`config.mk`:
```
export PLATFORM = sky130hd
export DESIGN_NAME = delimited_field_splitter
export DESIGN_NICKNAME = d
export VERILOG_FILES = /design/src/sv/dfs_pkg.sv /design/src/sv/dfs_csr.sv /design/src/sv/dfs_scan.sv /design/src/sv/dfs_rsp_buf.sv /design/src/sv/delimited_field_splitter.sv
export SDC_FILE = /design/constraint.sdc
export NUM_CORES = 1
export LEC_CHECK = 0
export ABC_AREA = 0
export BUFFER_PORTS_ARGS = -buffer_cell sky130_fd_sc_hd__buf_4
export CORE_MARGIN = 2
export CORE_UTILIZATION = 31
export DETAILED_ROUTE_END_ITERATION = 10
export GPL_TIMING_DRIVEN = 1
export PLACE_DENSITY = 0.55
export SYNTH_ARGS = -nofsm -noshare
export SYNTH_HDL_FRONTEND = slang
export SYNTH_SLANG_ARGS = --single-unit
```
`constraint.sdc`:
```
create_clock -name clock -period 7.42 [get_ports clock]
set_input_delay 1.484 -clock clock [delete_from_list [all_inputs] [get_ports clock]]
set_output_delay 1.484 -clock clock [all_outputs]
set_load 0.02 [all_outputs]
```
`src/sv/dfs_pkg.sv`:
```
// Shared types and constants for the delimited field splitter.
package dfs_pkg;

   // Field and register widths
   localparam int BYTE_W    = 8;
   localparam int PAT_W     = 32;
   localparam int LEN_W     = 3;
   localparam int PAT_BYTES = PAT_W / BYTE_W;
   localparam int CSR_IDX_W = 2;

   // Default window size in bytes
   localparam int MAX_PATTERN_DEFAULT = 4;

   // Register indexes
   localparam logic [CSR_IDX_W-1:0] CSR_DELIM_PAT = 2'd0;
   localparam logic [CSR_IDX_W-1:0] CSR_DELIM_LEN = 2'd1;
   localparam logic [CSR_IDX_W-1:0] CSR_ENCL_PAT  = 2'd2;
   localparam logic [CSR_IDX_W-1:0] CSR_ENCL_LEN  = 2'd3;

   // Register reset values: comma, one byte, double quote, one byte
   localparam logic [PAT_W-1:0] DELIM_PAT_RESET = 32'd44;
   localparam logic [LEN_W-1:0] DELIM_LEN_RESET = 3'd1;
   localparam logic [PAT_W-1:0] ENCL_PAT_RESET  = 32'd34;
   localparam logic [LEN_W-1:0] ENCL_LEN_RESET  = 3'd1;

   // Pattern configuration seen by the scanner
   typedef struct packed {
      logic [PAT_W-1:0] delim_pat;
      logic [LEN_W-1:0] delim_len;
      logic [PAT_W-1:0] encl_pat;
      logic [LEN_W-1:0] encl_len;
   } cfg_type;

   // One result item
   typedef struct packed {
      logic [BYTE_W-1:0] field_byte;
      logic              is_byte;
      logic              last_field;
      logic              unbalanced;
   } rsp_type;

endpackage

```
`src/sv/dfs_csr.sv`:
```
// Pattern configuration registers of the delimited field splitter.
module dfs_csr
   import dfs_pkg::*;
(
   input  logic                 clock,
   input  logic                 reset,
   input  logic                 csr_wen,
   input  logic [CSR_IDX_W-1:0] csr_index,
   input  logic [PAT_W-1:0]     csr_wdata,
   output cfg_type              cfg
);

   cfg_type cfg_ff;
   cfg_type cfg_in;

   // Register write decode
   always_comb begin
      cfg_in = cfg_ff;
      if (csr_wen) begin
         unique case (csr_index)
            CSR_DELIM_PAT: cfg_in.delim_pat = csr_wdata;
            CSR_DELIM_LEN: cfg_in.delim_len = csr_wdata[LEN_W-1:0];
            CSR_ENCL_PAT:  cfg_in.encl_pat  = csr_wdata;
            CSR_ENCL_LEN:  cfg_in.encl_len  = csr_wdata[LEN_W-1:0];
            default:       cfg_in = cfg_ff;
         endcase
      end
   end

   always_ff @(posedge clock) begin
      if (reset) begin
         cfg_ff.delim_pat <= DELIM_PAT_RESET;
         cfg_ff.delim_len <= DELIM_LEN_RESET;
         cfg_ff.encl_pat  <= ENCL_PAT_RESET;
         cfg_ff.encl_len  <= ENCL_LEN_RESET;
      end else begin
         cfg_ff <= cfg_in;
      end
   end

   assign cfg = cfg_ff;

endmodule

```
`src/sv/dfs_scan.sv`:
```
// Lookahead window, quote tracking and per-item result generation.
module dfs_scan
   import dfs_pkg::*;
#(
   parameter int MAX_PATTERN = MAX_PATTERN_DEFAULT,
   localparam int PAT_CAP   = (MAX_PATTERN < PAT_BYTES) ? MAX_PATTERN : PAT_BYTES,
   localparam int RES_DEPTH = PAT_CAP + 1,
   localparam int RES_CNT_W = $clog2(RES_DEPTH + 1)
)
(
   input  logic                 clock,
   input  logic                 reset,
   input  logic                 advance,
   input  logic [BYTE_W-1:0]    in_byte,
   input  logic                 in_present,
   input  logic                 in_line_end,
   input  cfg_type              cfg,
   output rsp_type              res [RES_DEPTH],
   output logic [RES_CNT_W-1:0] res_count
);

   localparam int CNT_W     = $clog2(PAT_CAP + 1);
   localparam int EXT_DEPTH = 2 * PAT_CAP;
   localparam int EXT_IW    = $clog2(EXT_DEPTH);
   localparam int RES_IW    = (RES_DEPTH > 1) ? $clog2(RES_DEPTH) : 1;

   // Window state
   logic [BYTE_W-1:0] la_bytes_ff [PAT_CAP];
   logic [BYTE_W-1:0] la_bytes_in [PAT_CAP];
   logic [CNT_W-1:0]  la_count_ff, la_count_in;
   logic [CNT_W-1:0]  skip_ff, skip_in;
   logic              inside_ff, inside_in;

   // Window with the new byte appended; the upper half pads matches
   logic [BYTE_W-1:0] ext [EXT_DEPTH];

   function automatic rsp_type make_rsp(input logic [BYTE_W-1:0] b, input logic isb,
                                        input logic last, input logic unb);
      rsp_type r;
      r.field_byte = b;
      r.is_byte    = isb;
      r.last_field = last;
      r.unbalanced = unb;
      return r;
   endfunction

   // Decide every position that the item completes
   always_comb begin : scan_logic
      logic [LEN_W-1:0]     dl;
      logic [LEN_W-1:0]     el;
      logic [LEN_W-1:0]     need;
      logic [CNT_W-1:0]     cnt_new;
      logic [CNT_W-1:0]     n_iter;
      logic [CNT_W-1:0]     rem;
      logic [CNT_W-1:0]     skip_v;
      logic                 inside_v;
      logic                 enc_hit;
      logic                 del_hit;
      logic [RES_CNT_W-1:0] idx;
      logic [EXT_IW-1:0]    src;

      // Clamp lengths; delimiter is at least one byte
      if (cfg.delim_len == '0)
         dl = LEN_W'(1);
      else if (cfg.delim_len > LEN_W'(PAT_CAP))
         dl = LEN_W'(PAT_CAP);
      else
         dl = cfg.delim_len;
      el   = (cfg.encl_len > LEN_W'(PAT_CAP)) ? LEN_W'(PAT_CAP) : cfg.encl_len;
      need = (dl > el) ? dl : el;

      for (int j = 0; j < EXT_DEPTH; j++) begin
         ext[j] = '0;
      end
      for (int j = 0; j < PAT_CAP; j++) begin
         ext[j] = (CNT_W'(j) == la_count_ff) ? in_byte : la_bytes_ff[j];
      end

      cnt_new = la_count_ff + CNT_W'(in_present);

      // Number of positions decided by this item
      if (!in_present && !in_line_end)
         n_iter = '0;
      else if (in_line_end)
         n_iter = cnt_new;
      else if (cnt_new >= CNT_W'(need))
         n_iter = cnt_new - CNT_W'(need) + CNT_W'(1);
      else
         n_iter = '0;

      skip_v   = skip_ff;
      inside_v = inside_ff;
      idx      = '0;
      for (int j = 0; j < RES_DEPTH; j++) begin
         res[j] = '0;
      end

      for (int i = 0; i < PAT_CAP; i++) begin
         rem = cnt_new - CNT_W'(i);

         // Pattern compares at this position, wholly within the line
         enc_hit = (el != '0) && (CNT_W'(el) <= rem);
         del_hit = (CNT_W'(dl) <= rem);
         for (int k = 0; k < PAT_CAP; k++) begin
            if (LEN_W'(k) < el && ext[i+k] != cfg.encl_pat[BYTE_W*k +: BYTE_W])
               enc_hit = 1'b0;
            if (LEN_W'(k) < dl && ext[i+k] != cfg.delim_pat[BYTE_W*k +: BYTE_W])
               del_hit = 1'b0;
         end

         if (CNT_W'(i) < n_iter) begin
            if (skip_v != '0) begin
               skip_v = skip_v - CNT_W'(1);
            end else begin
               if (enc_hit)
                  inside_v = ~inside_v;
               if (!inside_v && del_hit) begin
                  res[idx[RES_IW-1:0]] = make_rsp('0, 1'b0, 1'b0, 1'b0);
                  skip_v = CNT_W'(dl - LEN_W'(1));
               end else begin
                  res[idx[RES_IW-1:0]] = make_rsp(ext[i], 1'b1, 1'b0, 1'b0);
               end
               idx = idx + RES_CNT_W'(1);
            end
         end
      end

      // Closing field end of the line
      if (in_line_end) begin
         res[idx[RES_IW-1:0]] = make_rsp('0, 1'b0, 1'b1, inside_v);
         idx = idx + RES_CNT_W'(1);
      end
      res_count = idx;

      // Shift out decided bytes
      for (int j = 0; j < PAT_CAP; j++) begin
         src = EXT_IW'(n_iter) + EXT_IW'(j);
         la_bytes_in[j] = ext[src];
      end
      if (in_line_end) begin
         la_count_in = '0;
         skip_in     = '0;
         inside_in   = 1'b0;
      end else begin
         la_count_in = cnt_new - n_iter;
         skip_in     = skip_v;
         inside_in   = inside_v;
      end
   end

   // State commit when the item moves to the result buffer
   always_ff @(posedge clock) begin
      if (reset) begin
         la_count_ff <= '0;
         skip_ff     <= '0;
         inside_ff   <= 1'b0;
      end else if (advance) begin
         la_count_ff <= la_count_in;
         skip_ff     <= skip_in;
         inside_ff   <= inside_in;
      end
   end

   always_ff @(posedge clock) begin
      if (advance) begin
         la_bytes_ff <= la_bytes_in;
      end
   end

endmodule

```
`src/sv/dfs_rsp_buf.sv`:
```
// Result buffer: holds the results of one item and drains one per cycle while rsp_ready is high.
module dfs_rsp_buf
   import dfs_pkg::*;
#(
   parameter int MAX_PATTERN = MAX_PATTERN_DEFAULT,
   localparam int PAT_CAP   = (MAX_PATTERN < PAT_BYTES) ? MAX_PATTERN : PAT_BYTES,
   localparam int RES_DEPTH = PAT_CAP + 1,
   localparam int RES_CNT_W = $clog2(RES_DEPTH + 1)
)
(
   input  logic                 clock,
   input  logic                 reset,
   input  logic                 load,
   input  rsp_type              load_data [RES_DEPTH],
   input  logic [RES_CNT_W-1:0] load_count,
   output logic                 can_load,
   output logic                 rsp_valid,
   input  logic                 rsp_ready,
   output rsp_type              rsp_data
);

   localparam int RES_IW = (RES_DEPTH > 1) ? $clog2(RES_DEPTH) : 1;

   rsp_type              buf_ff [RES_DEPTH];
   logic [RES_IW-1:0]    rd_ff, rd_in;
   logic [RES_CNT_W-1:0] cnt_ff, cnt_in;
   logic                 take;

   assign rsp_valid = (cnt_ff != '0);
   assign rsp_data  = buf_ff[rd_ff];
   assign take      = rsp_valid && rsp_ready;
   // Free once the last held item leaves this cycle
   assign can_load  = (cnt_ff == '0) || ((cnt_ff == RES_CNT_W'(1)) && rsp_ready);

   // Read pointer and fill count
   always_comb begin
      rd_in  = rd_ff;
      cnt_in = cnt_ff;
      if (load) begin
         rd_in  = '0;
         cnt_in = load_count;
      end else if (take) begin
         rd_in  = RES_IW'(rd_ff + RES_IW'(1));
         cnt_in = cnt_ff - RES_CNT_W'(1);
      end
   end

   always_ff @(posedge clock) begin
      if (reset) begin
         rd_ff  <= '0;
         cnt_ff <= '0;
      end else begin
         rd_ff  <= rd_in;
         cnt_ff <= cnt_in;
      end
   end

   always_ff @(posedge clock) begin
      if (load) begin
         buf_ff <= load_data;
      end
   end

endmodule

```
`src/sv/delimited_field_splitter.sv`:
```
// Top level of the delimited field splitter (CSV-style field tokenizer).
//
// Usage: text lines enter on the req_ channel one byte per item; req_line_end
// closes a line, and req_byte_present low with req_line_end high closes a line
// with no new byte. The rsp_ channel returns field bytes (rsp_is_byte high)
// and field ends (rsp_is_byte low); the field end that closes a line has
// rsp_last_field high and rsp_unbalanced set if an enclosure is still open.
// Patterns are loaded through csr_wen / csr_index / csr_wdata while idle.
// Each item is held in an input register, decided combinationally and
// written to the result buffer when the buffer is free. Throughput: one
// item per cycle while each item yields at most one result and rsp_ready
// is high. An item yielding n results occupies the result buffer until all
// n have been taken; a line end can yield up to MAX_PATTERN+1 (capped at 5).
// When rsp_ready is low, results wait in the buffer and one more item is
// taken into the input register before req_ready drops.
// Reset restores the comma delimiter and double-quote enclosure, clears the
// lookahead window, the quote state and both buffers.
module delimited_field_splitter
   import dfs_pkg::*;
#(
   parameter int MAX_PATTERN = MAX_PATTERN_DEFAULT
)
(
   input  logic                 clock,
   input  logic                 reset,
   // Input channel
   input  logic                 req_valid,
   output logic                 req_ready,
   input  logic [BYTE_W-1:0]    req_text_byte,
   input  logic                 req_byte_present,
   input  logic                 req_line_end,
   // Result channel
   output logic                 rsp_valid,
   input  logic                 rsp_ready,
   output logic [BYTE_W-1:0]    rsp_field_byte,
   output logic                 rsp_is_byte,
   output logic                 rsp_last_field,
   output logic                 rsp_unbalanced,
   // Configuration
   input  logic                 csr_wen,
   input  logic [CSR_IDX_W-1:0] csr_index,
   input  logic [PAT_W-1:0]     csr_wdata
);

   localparam int PAT_CAP   = (MAX_PATTERN < PAT_BYTES) ? MAX_PATTERN : PAT_BYTES;
   localparam int RES_DEPTH = PAT_CAP + 1;
   localparam int RES_CNT_W = $clog2(RES_DEPTH + 1);

   cfg_type              cfg;
   rsp_type              res [RES_DEPTH];
   logic [RES_CNT_W-1:0] res_count;
   rsp_type              rsp_data;
   logic                 can_load;
   logic                 advance;

   // Input register
   logic              in_valid_ff, in_valid_in;
   logic [BYTE_W-1:0] in_byte_ff;
   logic              in_present_ff;
   logic              in_line_end_ff;
   logic              req_take;

   assign advance   = in_valid_ff && can_load;
   assign req_ready = !in_valid_ff || advance;
   assign req_take  = req_valid && req_ready;

   always_comb begin
      in_valid_in = in_valid_ff;
      if (req_take)
         in_valid_in = 1'b1;
      else if (advance)
         in_valid_in = 1'b0;
   end

   always_ff @(posedge clock) begin
      if (reset) begin
         in_valid_ff <= 1'b0;
      end else begin
         in_valid_ff <= in_valid_in;
      end
   end

   always_ff @(posedge clock) begin
      if (req_take) begin
         in_byte_ff     <= req_text_byte;
         in_present_ff  <= req_byte_present;
         in_line_end_ff <= req_line_end;
      end
   end

   dfs_csr u_csr (
      .clock     (clock),
      .reset     (reset),
      .csr_wen   (csr_wen),
      .csr_index (csr_index),
      .csr_wdata (csr_wdata),
      .cfg       (cfg)
   );

   dfs_scan #(
      .MAX_PATTERN (MAX_PATTERN)
   ) u_scan (
      .clock       (clock),
      .reset       (reset),
      .advance     (advance),
      .in_byte     (in_byte_ff),
      .in_present  (in_present_ff),
      .in_line_end (in_line_end_ff),
      .cfg         (cfg),
      .res         (res),
      .res_count   (res_count)
   );

   dfs_rsp_buf #(
      .MAX_PATTERN (MAX_PATTERN)
   ) u_rsp_buf (
      .clock      (clock),
      .reset      (reset),
      .load       (advance),
      .load_data  (res),
      .load_count (res_count),
      .can_load   (can_load),
      .rsp_valid  (rsp_valid),
      .rsp_ready  (rsp_ready),
      .rsp_data   (rsp_data)
   );

   assign rsp_field_byte = rsp_data.field_byte;
   assign rsp_is_byte    = rsp_data.is_byte;
   assign rsp_last_field = rsp_data.last_field;
   assign rsp_unbalanced = rsp_data.unbalanced;

endmodule
```
==> run_results.csv <==
group,metric,value,unit
yosys,synth.avg_cell_area,8.16,sq um
floorplanning,coreArea,0.0443,sq mm
floorplanning,num_rows,77,
detailed_routing,ant_nets,0,
floorplanning,ios,62,
cts,numCtsBuffers,17,
power_and_ir_drop,irDropWorstVdd,0.182,mV
outcome,outcome,"finished, final reports clean",
yosys,ys_warn_count,0,
cts,cts_sinks,181,
flow_run,drv_cap,0,
cts,cts_buffer_depth,2,
sta,period_minus_slack,7.12,ns
final_layout,nFillCells,4638,
detailed_routing,route.detailed.drc,0,
global_routing,grt_pass1_wl,81800,um
sta,finalSetupViolations,0,
yosys,synthCells,1709,
yosys,synth_fp_nets,1815,
sta,max_freq,141,MHz
cts,cts.clk_slew.worst_paths,0.08,ns
sta,worst_slew_pin_slew,1.26,ns
global_routing,track_usage,23.3,%
sta,period_share,95.9,%
floorplanning,die_height,216,um
final_layout,final_net_count,1875,
power_and_ir_drop,p_per_area,285,mW/mm^2
cts,holdBufCountCts,0,
detailed_routing,routed_wl,54500,um
floorplanning,dieArea,0.0467,sq mm
yosys,synth_top_cell_by_area,"edfxtp_1",
setup_path,criticalPathCategory,"reg -> reg",
cts,cts_max_level,4,
placed_design,dp_slack,-0.0534,ns
final_layout,final_util,36.7,%
cts,clk_latency,0.49,ns
detailed_routing,vias,13281,
sta,hold_viol,0,
final_layout,n_antenna_cell,0,
floorplanning,initial_core_util,31.5,%
yosys,yosys-top-cells-count,"nand2_1, a21oi_1, nor2_1",
yosys,synth_cell_type_count,85,
placed_design,detailed_place_hpwl,41500,um
worst_hold_path,min_path_type,"reg -> reg",
yosys,ys.flop_type,"edfxtp_1",
yosys,ys_ff_latch,181,
setup_path,critical_path_arrival,7.33,ns
global_routing,antenna_found_initial,1,
sta,fin_skew,0.0300,ns
cts,cts-root-buf,"clkbuf_16",
power_and_ir_drop,power.leakage,0.00612,uW
sta,setup_ws,0.303,ns
global_routing,grt_max_degree,78,
detailed_routing,first_iter_violations,1362,
detailed_routing,wl_per_cell,23.0,um
final_layout,final_area,0.0163,sq mm
setup_path,reg2reg_setup_slack,0.30,ns
setup_path,crit_fanout,14,
yosys,synth.top_cell.area_share,20.9,%
sta,slew_headroom,15.3,%
placed_design,place_congestion,0.971,
global_routing,grt_pass1_vias,12623,
setup_path,worstPathRequired,7.63,ns
setup_path,critPathMaxStageDelay,0.69,ns
yosys,async_flop_share,0,%
cts,cts_tree,"done",
yosys,synth_most_common_cell,"nand2_1",
yosys,ys_seq_area_share,32.9,%
placed_design,post_dp_cell_area,0.0154,sq mm
setup_path,slowest_stage,"a31oi_1",
sta,slew_viol_final,0,
global_routing,overflow,0,
detailed_routing,drt_pass1_iterations,6,
detailed_routing,viasPerCell,5.59,
setup_path,critPathCaptureType,"register",
yosys,syn_area,0.0139,sq mm
final_layout,multi_input_area,0.00875,sq mm
yosys,synth_area_leaders,"edfxtp_1, dfxtp_1, xnor2_1, nand2_1, a21oi_1",
placed_design,port_buffers,61,
final_layout,drive_gt1_share,16.0,%
final_layout,syn2layout_area_growth,16.6,%
yosys,synth_edf_count,97,
floorplanning,die_w,216,um
power_and_ir_drop,p_total,4640,uW
setup_path,crit_path_start_kind,"register",
final_layout,register_area,0.00460,sq mm
worst max-delay path, delay by kind of cell, from the launching register on:
family,cells,cell delay (ns)
AOI/OAI and AO/OA,8,2.12
xor gates and xnor gates,1,0.18
adders and majority gates,6,1.12
buffers and inverters,7,0.95
DFF,1,0.41
muxes,2,0.26
and+or+nand+nor,7,1.78
where the power goes:
part	internal (uW)	switching [uW]	total [uW]
clock network	471	458	929
registers	1300	213	1510
logic	832	1370	2200
total	2600	2040	4640
final cells by class:
class / instances / area share [%]
multi-input combinational: 1315 / 53.8
sequential: 181 / 28.3
timing repair buffer: 169 / 7.81
tap: 592 / 4.56
clock buffer: 17 / 2.62
inverter: 85 / 1.97
clock inverter: 15 / 0.908
worst paths after layout:
kind / from / end / depth (start not counted)
worst max-delay path: u_scan.la_count_ff[2]$_SDFFE_PP0P_ / u_rsp_buf.buf_ff[36]$_DFFE_PP_ / 31
worst min-delay path: u_csr.cfg[63]$_SDFFE_PP0P_ / u_csr.cfg[63]$_SDFFE_PP0P_ / 2
worst max register to register: u_scan.la_count_ff[2]$_SDFFE_PP0P_ / u_rsp_buf.buf_ff[36]$_DFFE_PP_ / 31
worst min register to register: u_csr.cfg[63]$_SDFFE_PP0P_ / u_csr.cfg[63]$_SDFFE_PP0P_ / 2
layout by cell type (no fill, tap or decap), types with 35 or more instances in the layout:
cell type / netlist / final
dfxtp_1: 84 / 78
o22ai_1: 38 / 37
xnor2_1: 115 / 115
xor2_1: 45 / 43
nor2_1: 159 / 157
nor4_1: 35 / 35
buf_4: 5 / 167
mux2i_1: 73 / 71
a21oi_1: 168 / 167
inv_1: 83 / 81
o21ai_0: 49 / 45
nand2_1: 231 / 229
edfxtp_1: 97 / 97
ha_1: 56 / 50
cells by family (layout without fill, tap and decap cells):
logic type	Yosys count	count (layout)	synth area share, %
AOI/OAI and AO/OA	428	428	19.7
xor gates and xnor gates	162	162	10.4
adders and majority gates	57	57	5.17
buffers and inverters	213	286	6.19
DFF	181	181	32.9
muxes	81	81	6.18
and+or+nand+nor	587	587	19.5
per-layer routing:
metal | GRT usage, % | vias to the layer above | share of wire [%]
li1 | - | 6207 | -
met5 | 0 | - | 0.018
met4 | 8.29 | 2 | 3.4
met3 | 4.28 | 102 | 7.6
met1 | 32.2 | 6358 | 44
met2 | 36.2 | 612 | 45
through the flow:
step                      setup TNS [ns]  cells  hold slack (ns)
after detailed placement          -0.365   2334            0.491
final                                  0   2374            0.497
after CTS                              0   2366            0.499
after global placement                 0   2334            0.481
after floorplan                        0   1709            0.456
after global routing               -1.30   2374            0.529
repair_timing:
item / CTS / global route
gates resized for setup: 8 / 52
pin swaps: 0 / 8
setup endpoints to repair: 35 / 59
cloned: 0 / 2
setup buffers: 0 / 6
sequential cells by signal, indices dropped and copies added, names as in the netlist:
| register | flops |
|---|---|
| in_valid_ff | 1 |
| u_csr.cfg | 70 |
| u_scan.skip_ff | 3 |
| u_rsp_buf.rd_ff | 3 |
| in_byte_ff | 8 |
| u_scan.la_bytes_ff | 32 |
| in_line_end_ff | 1 |
| in_present_ff | 1 |
| u_rsp_buf.buf_ff | 55 |
| u_scan.la_count_ff | 3 |
| u_rsp_buf.cnt_ff | 3 |
| u_scan.inside_ff | 1 |
Power figures use the tool's default switching activity.
